**config.mk**
```make
export PLATFORM = sky130hd
export DESIGN_NAME = length_prefixed_message_deframer_unit_flat
export DESIGN_NICKNAME = d
export VERILOG_FILES = /design/src/hdl/lpmd_pkg.sv /design/src/hdl/lpmd_if.sv /design/src/hdl/lpmd_front.sv /design/src/hdl/lpmd_queue.sv /design/src/hdl/length_prefixed_message_deframer_unit.sv /design/src/flat_wrapper.sv
export SDC_FILE = /design/constraint.sdc
export NUM_CORES = 1
export LEC_CHECK = 0
export ABC_CLOCK_PERIOD_IN_PS = 4200
export BUFFER_PORTS_ARGS = -buffer_cell sky130_fd_sc_hd__buf_2
export CORE_ASPECT_RATIO = 1.2
export CORE_UTILIZATION = 32
export DETAILED_ROUTE_END_ITERATION = 10
export PLACE_DENSITY = 0.47
export SLEW_MARGIN = 20
export SYNTH_ARGS = -nofsm -noshare
export SYNTH_HDL_FRONTEND = slang
export SYNTH_HIERARCHICAL = 1
export SYNTH_SLANG_ARGS = --single-unit
```
**constraint.sdc**
```tcl
create_clock -name i_clk -period 4.2 [get_ports i_clk]
set_input_delay 1.05 -clock i_clk [delete_from_list [all_inputs] [get_ports i_clk]]
set_output_delay 1.05 -clock i_clk [all_outputs]
set_load 0.01 [all_outputs]
```
**src/hdl/lpmd_pkg.sv**
```systemverilog
// Shared types and constants for the length-prefixed message deframer.
package lpmd_pkg;

    localparam int unsigned BYTE_W = 8;
    localparam int unsigned LEN_W  = 16;
    localparam logic [LEN_W-1:0] MAX_BODY_RESET = 16'd4096;

    typedef struct packed {
        logic [BYTE_W-1:0] kind;
        logic [BYTE_W-1:0] payload_byte;
        logic              has_payload;
        logic              last;
        logic              error;
    } t_result;

endpackage

```
**src/hdl/lpmd_if.sv**
```systemverilog
// Valid/ready channel interfaces for the byte input and the result output.
interface lpmd_in_if;
    logic       valid;
    logic       ready;
    logic [7:0] data_byte;

    modport source (output valid, output data_byte, input ready);
    modport sink   (input valid, input data_byte, output ready);
endinterface

interface lpmd_out_if;
    logic       valid;
    logic       ready;
    logic [7:0] kind;
    logic [7:0] payload_byte;
    logic       has_payload;
    logic       last;
    logic       error;

    modport source (output valid, output kind, output payload_byte, output has_payload,
                    output last, output error, input ready);
    modport sink   (input valid, input kind, input payload_byte, input has_payload,
                    input last, input error, output ready);
endinterface

```
**src/hdl/lpmd_front.sv**
```systemverilog
// Frame parser: tracks header phase and body count, emits result records.
module lpmd_front (
    input  logic                            i_clk,
    input  logic                            i_rst_n,
    input  logic                            i_cfg_we,
    input  logic [lpmd_pkg::LEN_W-1:0]      i_cfg_wdata,
    input  logic                            i_take,
    input  logic [lpmd_pkg::BYTE_W-1:0]     i_byte,
    output logic                            o_push,
    output lpmd_pkg::t_result               o_res
);

    localparam logic [2:0] PH_LEN_HI  = 3'd0;
    localparam logic [2:0] PH_LEN_LO  = 3'd1;
    localparam logic [2:0] PH_KIND    = 3'd2;
    localparam logic [2:0] PH_PAYLOAD = 3'd3;
    localparam logic [2:0] PH_FAILED  = 3'd4;

    logic [2:0]                        r_phase, n_phase;
    logic [lpmd_pkg::BYTE_W-1:0]       r_len_hi, n_len_hi;
    logic [lpmd_pkg::LEN_W-1:0]        r_remain, n_remain;
    logic [lpmd_pkg::BYTE_W-1:0]       r_kind, n_kind;
    logic [lpmd_pkg::LEN_W-1:0]        r_max_body;
    logic [lpmd_pkg::LEN_W-1:0]        len;
    logic                              rem_one;

    assign len     = {r_len_hi, i_byte};
    assign rem_one = (r_remain == lpmd_pkg::LEN_W'(1));

    always_comb begin
        n_phase  = r_phase;
        n_len_hi = r_len_hi;
        n_remain = r_remain;
        n_kind   = r_kind;
        o_push   = 1'b0;
        o_res    = '0;
        if (i_take) begin
            case (r_phase)
                PH_LEN_HI: begin
                    n_len_hi = i_byte;
                    n_phase  = PH_LEN_LO;
                end
                PH_LEN_LO: begin
                    if ((len == '0) || (len > r_max_body)) begin
                        n_phase     = PH_FAILED;
                        o_push      = 1'b1;
                        o_res.error = 1'b1;
                    end else begin
                        n_remain = len;
                        n_phase  = PH_KIND;
                    end
                end
                PH_KIND: begin
                    n_kind   = i_byte;
                    n_remain = r_remain - lpmd_pkg::LEN_W'(1);
                    if (rem_one) begin
                        // body is the kind byte only: empty message marker
                        n_phase    = PH_LEN_HI;
                        o_push     = 1'b1;
                        o_res.kind = i_byte;
                        o_res.last = 1'b1;
                    end else begin
                        n_phase = PH_PAYLOAD;
                    end
                end
                PH_PAYLOAD: begin
                    n_remain           = r_remain - lpmd_pkg::LEN_W'(1);
                    o_push             = 1'b1;
                    o_res.kind         = r_kind;
                    o_res.payload_byte = i_byte;
                    o_res.has_payload  = 1'b1;
                    o_res.last         = rem_one;
                    if (rem_one) begin
                        n_phase = PH_LEN_HI;
                    end
                end
                default: begin
                    // failed: drop everything until reset
                end
            endcase
        end
    end

    always_ff @(posedge i_clk) begin
        if (!i_rst_n) begin
            r_phase    <= PH_LEN_HI;
            r_len_hi   <= '0;
            r_remain   <= '0;
            r_kind     <= '0;
            r_max_body <= lpmd_pkg::MAX_BODY_RESET;
        end else begin
            r_phase  <= n_phase;
            r_len_hi <= n_len_hi;
            r_remain <= n_remain;
            r_kind   <= n_kind;
            if (i_cfg_we) begin
                r_max_body <= i_cfg_wdata;
            end
        end
    end

endmodule

```
**src/hdl/lpmd_queue.sv**
```systemverilog
// Short result queue between the parser and the output channel.
module lpmd_queue #(
    parameter int unsigned DEPTH = 2
) (
    input  logic              i_clk,
    input  logic              i_rst_n,
    input  logic              i_push,
    input  lpmd_pkg::t_result i_res,
    output logic              o_full,
    output logic              o_valid,
    input  logic              i_pop,
    output lpmd_pkg::t_result o_res
);

    localparam int unsigned PTR_W = (DEPTH > 1) ? $clog2(DEPTH) : 1;
    localparam int unsigned CNT_W = $clog2(DEPTH + 1);

    lpmd_pkg::t_result   r_mem [DEPTH];
    logic [PTR_W-1:0]    r_wptr, r_rptr;
    logic [CNT_W-1:0]    r_count;
    logic                do_pop;

    assign o_full  = (r_count == CNT_W'(DEPTH));
    assign o_valid = (r_count != '0);
    assign o_res   = r_mem[r_rptr];
    assign do_pop  = i_pop && o_valid;

    always_ff @(posedge i_clk) begin
        if (i_push) begin
            r_mem[r_wptr] <= i_res;
        end
    end

    always_ff @(posedge i_clk) begin
        if (!i_rst_n) begin
            r_wptr  <= '0;
            r_rptr  <= '0;
            r_count <= '0;
        end else begin
            if (i_push) begin
                r_wptr <= (r_wptr == PTR_W'(DEPTH - 1)) ? '0 : r_wptr + PTR_W'(1);
            end
            if (do_pop) begin
                r_rptr <= (r_rptr == PTR_W'(DEPTH - 1)) ? '0 : r_rptr + PTR_W'(1);
            end
            case ({i_push, do_pop})
                2'b10:   r_count <= r_count + CNT_W'(1);
                2'b01:   r_count <= r_count - CNT_W'(1);
                default: r_count <= r_count;
            endcase
        end
    end

endmodule

```
**src/hdl/length_prefixed_message_deframer_unit.sv**
```systemverilog
// Length-prefixed message deframer: takes bytes in and returns payload results.
// Each frame is a 16-bit big-endian body length, a kind byte, then payload bytes; the
// length counts the kind byte. One byte is taken every clock cycle while input ready is
// high: the parser updates its phase and body counter in the cycle the byte arrives and
// pushes any result into a short queue, whose registered head drives the output channel.
// Input ready drops only while the result queue is full. A zero length or a length above
// the max_body_size register (reset 4096) gives one error result, after which all bytes
// are dropped until reset. Writes to max_body_size take effect at the next length check.
module length_prefixed_message_deframer_unit #(
    parameter int unsigned QUEUE_DEPTH = 2
) (
    input  logic                       i_clk,
    input  logic                       i_rst_n,
    input  logic                       i_cfg_we,
    input  logic [lpmd_pkg::LEN_W-1:0] i_cfg_wdata,
    lpmd_in_if.sink                    i_data_ch,
    lpmd_out_if.source                 o_res_ch
);

    logic              take;
    logic              push;
    logic              full;
    lpmd_pkg::t_result front_res;
    lpmd_pkg::t_result head_res;

    assign i_data_ch.ready = !full;
    assign take            = i_data_ch.valid && !full;

    lpmd_front u_front (
        .i_clk       (i_clk),
        .i_rst_n     (i_rst_n),
        .i_cfg_we    (i_cfg_we),
        .i_cfg_wdata (i_cfg_wdata),
        .i_take      (take),
        .i_byte      (i_data_ch.data_byte),
        .o_push      (push),
        .o_res       (front_res)
    );

    lpmd_queue #(
        .DEPTH (QUEUE_DEPTH)
    ) u_queue (
        .i_clk   (i_clk),
        .i_rst_n (i_rst_n),
        .i_push  (push),
        .i_res   (front_res),
        .o_full  (full),
        .o_valid (o_res_ch.valid),
        .i_pop   (o_res_ch.ready),
        .o_res   (head_res)
    );

    assign o_res_ch.kind         = head_res.kind;
    assign o_res_ch.payload_byte = head_res.payload_byte;
    assign o_res_ch.has_payload  = head_res.has_payload;
    assign o_res_ch.last         = head_res.last;
    assign o_res_ch.error        = head_res.error;

endmodule
```
**src/flat_wrapper.sv**
```systemverilog
// flat-port wrapper written by rule: the top's interface ports become plain ports
module length_prefixed_message_deframer_unit_flat 
#(
    parameter int unsigned QUEUE_DEPTH = 2
)
  (i_clk, i_rst_n, i_cfg_we, i_cfg_wdata, i_data_ch_valid, i_data_ch_data_byte, i_data_ch_ready, o_res_ch_valid, o_res_ch_kind, o_res_ch_payload_byte, o_res_ch_has_payload, o_res_ch_last, o_res_ch_error, o_res_ch_ready);
  lpmd_in_if i_data_ch_i ();
  lpmd_out_if o_res_ch_i ();
  input  logic i_clk;
  input  logic i_rst_n;
  input  logic i_cfg_we;
  input  logic [lpmd_pkg::LEN_W-1:0] i_cfg_wdata;
  input wire logic [$bits(i_data_ch_i.valid)-1:0] i_data_ch_valid;
  input wire logic [$bits(i_data_ch_i.data_byte)-1:0] i_data_ch_data_byte;
  output wire logic [$bits(i_data_ch_i.ready)-1:0] i_data_ch_ready;
  output wire logic [$bits(o_res_ch_i.valid)-1:0] o_res_ch_valid;
  output wire logic [$bits(o_res_ch_i.kind)-1:0] o_res_ch_kind;
  output wire logic [$bits(o_res_ch_i.payload_byte)-1:0] o_res_ch_payload_byte;
  output wire logic [$bits(o_res_ch_i.has_payload)-1:0] o_res_ch_has_payload;
  output wire logic [$bits(o_res_ch_i.last)-1:0] o_res_ch_last;
  output wire logic [$bits(o_res_ch_i.error)-1:0] o_res_ch_error;
  input wire logic [$bits(o_res_ch_i.ready)-1:0] o_res_ch_ready;
  assign i_data_ch_i.valid = i_data_ch_valid;
  assign i_data_ch_i.data_byte = i_data_ch_data_byte;
  assign i_data_ch_ready = i_data_ch_i.ready;
  assign o_res_ch_valid = o_res_ch_i.valid;
  assign o_res_ch_kind = o_res_ch_i.kind;
  assign o_res_ch_payload_byte = o_res_ch_i.payload_byte;
  assign o_res_ch_has_payload = o_res_ch_i.has_payload;
  assign o_res_ch_last = o_res_ch_i.last;
  assign o_res_ch_error = o_res_ch_i.error;
  assign o_res_ch_i.ready = o_res_ch_ready;
  length_prefixed_message_deframer_unit #(.QUEUE_DEPTH(QUEUE_DEPTH)) u_core (.i_clk(i_clk), .i_rst_n(i_rst_n), .i_cfg_we(i_cfg_we), .i_cfg_wdata(i_cfg_wdata), .i_data_ch(i_data_ch_i), .o_res_ch(o_res_ch_i));
endmodule
```
==> out/metrics.cfg, run 1 <==
[drt]
ant_nets = 0
drt-total-wl_um = 10870
drc = 0
vias = 3508
vias_per_cell = 5.033
drtPass1Iterations = 4
initialDrtViolationCount = 163
wl_per_cell_um = 15.59

[place]
numPortBuffers = 49
gp_congestion = 0.8122
dp_hpwl_um = 7584

[floorplanning]
die_area_mm2 = 0.01516
initial_core_util = 0.3270
ios = 50
die_h_um = 134.7
std_cell_rows = 48
fp.coreArea_mm2 = 0.01435
fp.dieW_um = 112.6

[clocking]
cts_resized = 0
cts-root-buf = clkbuf_16
clk_path_buf_depth = 2
post_cts.repair.setup_buffers = 0
numCtsBuffers = 9
clk_latency_ps = 350
cts_tree = built
cts_max_level = 3
ctsHoldBuffers = 0
clock-sinks = 94
path_clk_slew_ps = 70

[yosys]
syn_area_per_cell_um2 = 9.860
synth.area.top_cells = edfxtp_1, dfxtp_1, nand2_1, ha_1, mux2_2
ys_async_sr_fraction = 0
synthCells = 476
syn_area_mm2 = 0.004693
syn_nets = 524
seq_area_frac_synth = 0.4820
synth_top_area_cell = edfxtp_1
ys_types = 48
synth_edf_count = 38
synth-main-ff-cell = dfxtp_1
synth_top_cell_area_share = 0.2431
ys_ff_latch = 94
yosys_warnings = 6

[final_layout]
layout_common_cells = nand2_1, dfxtp_1, buf_2
final_nets = 565
finalCoreUtilization = 0.3764
final.fill_count = 1453
area_growth_pct = 15.12
antennaDiodeCount = 0
final_common_cell = nand2_1
drive_above_1_share = 0.1916

[global_route]
grtUsageTotal = 0.1515
grt_pass1_vias = 3495
grt_pass1_wl_um = 17360
grt-ovfl-total = 0
grt_max_degree = 35
antenna_found_initial = 0

[sta]
period_share = 0.7872
grt_setup_unrepaired = false
fin_crit_ps = 3306
finalSetupViolCount = 0
finClkSkew_ps = 5.360
maxSlewHeadroom = 0.3314
tightest_slew_ps = 995.3
hold_viol = 0
finalMaxSlewViolations = 0
max_freq_ghz = 0.3024
tns_ps = 0

[run_status]
outcome = completed

[power]
power.leakage_nw = 1.999
peakVddDrop_mv = 0.1330
power.density_mw_per_mm2 = 414.8

[worst_hold_path]
hp-class = reg -> reg

[critical_path]
crit_slowest_cell = or3_1
crit_fanout = 7
path_delay_family = simple AND/OR/NAND/NOR gates
cpPeakStageDelay_ps = 360
path_buf_inv = 2
cp-end-kind = flip-flop
worst-setup-path-type = in -> reg
cp.required_ps = 4480
critPathArrivalTime_ps = 3590
startpoint_type = input port
crit_top_cell = ha_1
path_cells = buf_2 > ha_1 > nand4_1 > nor4_1 > a21bo_2 > and4_4 > nor2_1 > o21a_1 > inv_1 > ha_1 > or3_1 > a21boi_1

[job]
maxCapViolations = 0

==> tightest hold or removal path: cells and delay by family (launching register included) <==
family	cells	cell delay, ps
DFF	1	310
AOI/OAI and AO/OA	1	60
and+or+nand+nor	1	50
==> synth_stat cells, drive strengths merged, types with 11 or more instances <==
library cell and n:
mux2i 15, a21boi 18, nand3 11, edfxtp 38, a21oi 20, nor2 18, o211ai 15, mux2 19
ha 19, clkbuf 19, dfxtp 56, o21ai 21, nand2 73, and2 14, nor2b 24, inv 20
==> metrics by stage <==
| step | std cells | hold WS [ps] | power [mW] | cell area, µm² | setup slack [ps] |
|---|---|---|---|---|---|
| final | 697 | 466.1 | 2.241 | 5403 | 893.6 |
| after global routing | 697 | 485.6 | 2.347 | 5403 | 732.5 |
| after CTS | 697 | 468.1 | 2.275 | 5403 | 913.6 |
| after detailed placement | 681 | 458.2 | 1.382 | 5082 | 557.4 |
| after global placement | 681 | 453.2 | 1.378 | 5082 | 645.3 |
| after floorplan | 476 | 443.5 | 1.286 | 4693 | 599.0 |
==> state kept, by name, summed over array words and instances (netlist names), named ones only <==
| register | count |
|---|---|
| u_core/u_queue/r_mem | 38 |
| u_core/u_queue/r_rptr | 1 |
| u_core/u_front/r_kind | 8 |
| u_core/u_queue/r_count | 2 |
| u_core/u_front/r_remain | 16 |
| u_core/u_front/r_max_body | 16 |
| u_core/u_front/r_len_hi | 8 |
| u_core/u_front/r_phase | 3 |
| u_core/u_queue/r_wptr | 1 |
==> where the power goes <==
part | switching (mW) | leakage [nW] | total [mW] | internal (mW)
clock | 0.359 | 0.152 | 0.882 | 0.523
sequential | 0.0389 | 0.807 | 1.02 | 0.978
combinational | 0.196 | 1.04 | 0.341 | 0.145
total | 0.594 | 2.00 | 2.24 | 1.65
==> path summary, 6_finish.rpt <==
kind | from | end | slack [ps] | cells after the start
worst max register to register | u_core/u_front/r_len_hi[7] | u_core/u_queue/r_count[1] | 1130 | 11
worst max-delay path | i_data_ch_data_byte[7] | u_core/u_queue/r_count[1] | 890 | 12
worst min register to register | u_core/u_front/r_kind[3] | u_core/u_front/r_kind[3] | 470 | 2
worst min-delay path | u_core/u_front/r_kind[3] | u_core/u_front/r_kind[3] | 470 | 2
==> layout make-up <==
type	instances	area, µm²	share of cell area
clock inverters	7	95.09	0.01760
well taps	175	219.0	0.04053
clock buffers	9	225.2	0.04169
multi-input cells	337	2236	0.4138
flip-flops and latches	94	2262	0.4187
repair buffers	55	290.3	0.05373
inverters	20	75.07	0.01390
==> metal layers <==
layer,track usage,share of wire,wire [µm],up-vias
met5,0,0,0,-
met4,0.08519,0.027,295,0
met3,0.03411,0.041,445,23
met2,0.2647,0.50,5383,64
met1,0.1703,0.44,4744,1669
li1,-,-,-,1752
==> logic make-up (layout without fill, tap and decap cells) <==
family,Yosys count,after routing,share of synthesized area
flip-flops,94,94,0.4820
buffers and inverters,45,91,0.04159
adder cells (fa/ha/maj),19,19,0.05065
AO/OA/AOI/OAI,90,90,0.1253
XOR/XNOR,11,11,0.02053
AND/OR/NAND/NOR,183,183,0.2023
multiplexers,34,34,0.07758
Note: power is estimated with default switching activity, not from simulation.
==> run 2: changes to the inputs <==
Settings changed: ABC_CLOCK_PERIOD_IN_PS 4200 to 3400.
Clock period 4.2 ns to 3.4 ns, I/O delays scaled along.
==> out/metrics.cfg, run 2 (same netlist as run 1, synthesis figures left out) <==
[run_status]
outcome = completed

[place]
placed_cells = 693
placed_area_mm2 = 0.005213
dp_hpwl_um = 8162
gp_congestion = 0.7980
numPortBuffers = 49

[sta]
fin_crit_ps = 3056
tns_ps = 0
finalSetupViolCount = 0
hold_viol = 0
tightest_slew_ps = 685.2
finalMaxSlewViolations = 0
finClkSkew_ps = 5.858
period_share = 0.8987
max_freq_ghz = 0.3273
maxSlewHeadroom = 0.5432
grt_setup_unrepaired = false

[power]
share_seq_of_total_power = 0.467
clock_power_share = 0.362
power.density_mw_per_mm2 = 485.5
combPwrFrac = 0.171
swShare = 0.2824
power.leakage_nw = 2.051
p_sw_mw = 0.7533
p_int_mw = 1.915
peakVddDrop_mv = 0.1803

[critical_path]
path_delay_family = simple AND/OR/NAND/NOR gates
path_cells = buf_2 > ha_1 > nand4_1 > nor4_1 > a21bo_2 > and4_4 > nor2_1 > o21a_1 > inv_1 > ha_1 > or3_1 > a21boi_1
cpPeakStageDelay_ps = 350
crit_slowest_cell = or3_1
startpoint_type = input port
cp-end-kind = flip-flop
cp.required_ps = 3670
path_buf_inv = 2
worst-setup-path-type = in -> reg
critPathArrivalTime_ps = 3330
crit_top_cell = ha_1
crit_fanout = 7

[global_route]
grt_pass1_wl_um = 18080
grtUsageTotal = 0.1559
grt_pass1_vias = 3439
grt-ovfl-total = 0
antenna_found_initial = 0
grt_max_degree = 32

[clocking]
clock-sinks = 94
ctsHoldBuffers = 0
clk_path_buf_depth = 2
numCtsBuffers = 9
cts_tree = built
cts-root-buf = clkbuf_16
post_cts.repair.setup_buffers = 0
cts_resized = 0
cts_max_level = 3
clk_latency_ps = 340
path_clk_slew_ps = 70

[floorplanning]
initial_core_util = 0.3270
die_h_um = 134.7
die_area_mm2 = 0.01516
fp.dieW_um = 112.6
std_cell_rows = 48
fp.coreArea_mm2 = 0.01435
ios = 50

[drt]
wl_per_cell_um = 15.77
vias = 3515
drtPass1Iterations = 4
initialDrtViolationCount = 143
vias_per_cell = 4.958
ant_nets = 0
drc = 0
drt-total-wl_um = 11180

[final_layout]
final_common_cell = nand2_1
drive_above_1_share = 0.2097
seq_area_mm2 = 0.002262
fin_cells = 709
final_area_mm2 = 0.005495
final.fill_count = 1431
final_nets = 577
antennaDiodeCount = 0
layout_common_cells = nand2_1, dfxtp_1, buf_2
area_growth_pct = 17.09
largest_register_ff_count = 38
finalCoreUtilization = 0.3828
top_regs = u_core/u_queue/r_mem (38), u_core/u_front/r_max_body (16), u_core/u_front/r_remain (16)
multi_input_area_mm2 = 0.002238
regMostFlops = u_core/u_queue/r_mem

[worst_hold_path]
hp-class = reg -> reg

[job]
maxCapViolations = 0

==> run 2: changes by cell type in the layout (fill, tap and decap cells not counted) <==
| cell | change |
|---|---|
| inv_6 | +1 |
| clkbuf_1 | +1 |
| nor2_2 | +1 |
| clkinv_4 | +1 |
| inv_8 | +1 |
| clkinv_2 | -1 |
| bufinv_16 | -2 |
| buf_4 | +9 |
| buf_12 | +3 |
| clkinvlp_2 | -1 |
| nor2_1 | -1 |
==> run 2: layer usage <==
metal / GRT usage / vias up / part of all wire
met2: 0.2754 / 50 / 0.51
met5: 0 / - / 0
met3: 0.02334 / 16 / 0.023
met1: 0.1880 / 1674 / 0.45
li1: - / 1775 / -
met4: 0.06741 / 0 / 0.020
==> run 2: final timing paths <==
path	cells after the start	slack (ps)	end	from
worst max-delay path	12	340	u_core/u_queue/r_count[1]	i_data_ch_data_byte[6]
worst min-delay path	2	470	u_core/u_front/r_kind[2]	u_core/u_front/r_kind[2]
worst max register to register	11	380	u_core/u_queue/r_count[1]	u_core/u_front/r_len_hi[7]
worst min register to register	2	470	u_core/u_front/r_kind[2]	u_core/u_front/r_kind[2]
==> run 2: worst register-to-register path, stage by stage, from the launching register on <==
cell and delay, ps:
dfxtp_1 390, ha_1 370, nand4_1 180, nor4_1 390, a21bo_2 280, and4_4 160, nor2_1 140, o21a_1 190
inv_1 70, ha_1 300, or3_1 350, a21boi_1 140
==> run 2: per-stage QoR <==
step / power, mW / setup slack (ps) / hold slack [ps]
after detailed placement: 1.732 / 2.069 / 459.3
after global routing: 2.807 / 159.5 / 499.8
after global placement: 1.726 / 77.73 / 452.2
after floorplan: 1.588 / 324.5 / 443.5
after CTS: 2.707 / 350.8 / 468.9
final: 2.668 / 344.4 / 468.4
==> run 2: cell type report <==
cell class | count | share of cell area
Inverter | 20 | 0.01366
Clock buffer | 10 | 0.04167
Multi-Input combinational cell | 337 | 0.4073
Sequential cell | 94 | 0.4117
Clock inverter | 6 | 0.009791
Timing Repair Buffer | 67 | 0.07605
Tap cell | 175 | 0.03985
==> run 2: power by group through the flow <==
stage | registers (mW) | clock network [mW] | logic, mW
floorplan | 1.26 | 0 | 0.329
global placement | 1.27 | 0 | 0.455
detailed placement | 1.27 | 0 | 0.461
CTS | 1.25 | 0.999 | 0.462
global route | 1.25 | 1.04 | 0.513
finish | 1.25 | 0.966 | 0.457
==> run 3: changes to the inputs <==
Settings changed: ABC_CLOCK_PERIOD_IN_PS 3400 to 3350.
Clock period 3.4 ns to 3.35 ns, I/O delays scaled along.
==> out/metrics.cfg, run 3 (same netlist as run 1, synthesis figures left out) <==
[final_layout]
final_nets = 578
final.fill_count = 1432
antennaDiodeCount = 0
final_common_cell = nand2_1
drive_above_1_share = 0.2112
layout_common_cells = nand2_1, dfxtp_1, buf_2
regMostFlops = u_core/u_queue/r_mem
area_growth_pct = 17.60
final_area_mm2 = 0.005519
largest_register_ff_count = 38
top_regs = u_core/u_queue/r_mem (38), u_core/u_front/r_max_body (16), u_core/u_front/r_remain (16)
multi_input_area_mm2 = 0.002238
seq_area_mm2 = 0.002262

[power]
peakVddDrop_mv = 0.1757
p_total_mw = 2.762
power.leakage_nw = 2.056
power.density_mw_per_mm2 = 500.5

[critical_path]
cp-end-kind = flip-flop
crit_fanout = 7
critPathArrivalTime_ps = 3290
cp.required_ps = 3630
worst-setup-path-type = in -> reg
startpoint_type = input port

[sta]
hold_viol = 0
fin_crit_ps = 3009
grt_setup_unrepaired = false
finClkSkew_ps = 7.312
max_freq_ghz = 0.3323
finalMaxSlewViolations = 0
maxSlewHeadroom = 0.5805
period_share = 0.8983
finalSetupViolCount = 0
tns_ps = 0
tightest_slew_ps = 629.2

[global_route]
grt_pass1_vias = 3394
grt-ovfl-total = 0
antenna_found_initial = 0
grtUsageTotal = 0.1568
grt_pass1_wl_um = 17930
grt_max_degree = 33

[clocking]
clk_latency_ps = 350
cts_resized = 0
post_cts.repair.setup_buffers = 0
numCtsBuffers = 9
cts_max_level = 3
cts_tree = built
path_clk_slew_ps = 60
ctsHoldBuffers = 0
cts-root-buf = clkbuf_16
clk_path_buf_depth = 2
clock-sinks = 94

[floorplanning]
initial_core_util = 0.3270
fp.dieW_um = 112.6
ios = 50
fp.coreArea_mm2 = 0.01435
std_cell_rows = 48
die_h_um = 134.7
die_area_mm2 = 0.01516

[drt]
drc = 0
drt-total-wl_um = 11160
initialDrtViolationCount = 134
drtPass1Iterations = 4
vias = 3457
vias_per_cell = 4.869
wl_per_cell_um = 15.72
ant_nets = 0

[job]
maxCapViolations = 0

[place]
numPortBuffers = 49
dp_hpwl_um = 8007
gp_congestion = 0.8061
placed_area_mm2 = 0.005220

[run_status]
outcome = completed

[worst_hold_path]
hp-class = reg -> reg

[run 3: changes by cell type in the layout (fill, tap and decap cells not counted), sizes merged]
cell	delta
inv	-3
clkinvlp	+2
buf	+1
bufinv	+1
[run 3: critical path, cell delays in order]
cell and delay [ps]:
buf_2 150, ha_1 320, nand4_1 120, nor4_1 260, a21bo_2 270, and4_4 160
nor2_1 130, o21a_1 170, inv_1 70, ha_1 210, xnor2_1 130, or3_1 310
a21boi_1 150
[run 3: per-layer routing]
layer / vias to the layer above / part of all wire / GRT usage
met5: - / 0 / 0
met4: 0 / 0.021 / 0.07630
met3: 12 / 0.029 / 0.03052
met2: 54 / 0.50 / 0.2668
met1: 1613 / 0.45 / 0.1899
li1: 1778 / - / -
[run 3: worst paths after layout]
path / endpoint / cells after the start / startpoint / slack, ps
max: u_core/u_queue/r_count[1] / 13 / i_data_ch_data_byte[6] / 340
min reg2reg: u_core/u_front/r_kind[3] / 2 / u_core/u_front/r_kind[3] / 470
max reg2reg: u_core/u_queue/r_count[1] / 12 / u_core/u_front/r_len_hi[7] / 360
min: u_core/u_front/r_kind[3] / 2 / u_core/u_front/r_kind[3] / 470
[run 3: cell type report]
| cell class | instances | area share |
|---|---|---|
| sequential | 94 | 0.4099 |
| multi-input combinational | 337 | 0.4056 |
| timing repair buffer | 68 | 0.07708 |
| clock buffer | 10 | 0.04149 |
| tap | 175 | 0.03967 |
| inverter | 20 | 0.01360 |
| clock inverter | 6 | 0.01270 |
[run 3: per-stage QoR]
stage | utilization | hold WS (ps) | cells | setup WS, ps
global placement | 0.3637 | 452.8 | 694 | 57.73
CTS | 0.3845 | 469.6 | 710 | 329.0
finish | 0.3845 | 467.7 | 710 | 340.6
detailed placement | 0.3637 | 459.7 | 694 | -14.02
floorplan | - | 443.5 | 476 | 287.0
global route | 0.3845 | 484.5 | 710 | 126.7
[run 3: power by group]
group / leakage, nW / switching (mW) / internal [mW]
sequential: 0.807 / 0.0381 / 1.23
clock: 0.135 / 0.455 / 0.583
combinational: 1.11 / 0.262 / 0.198
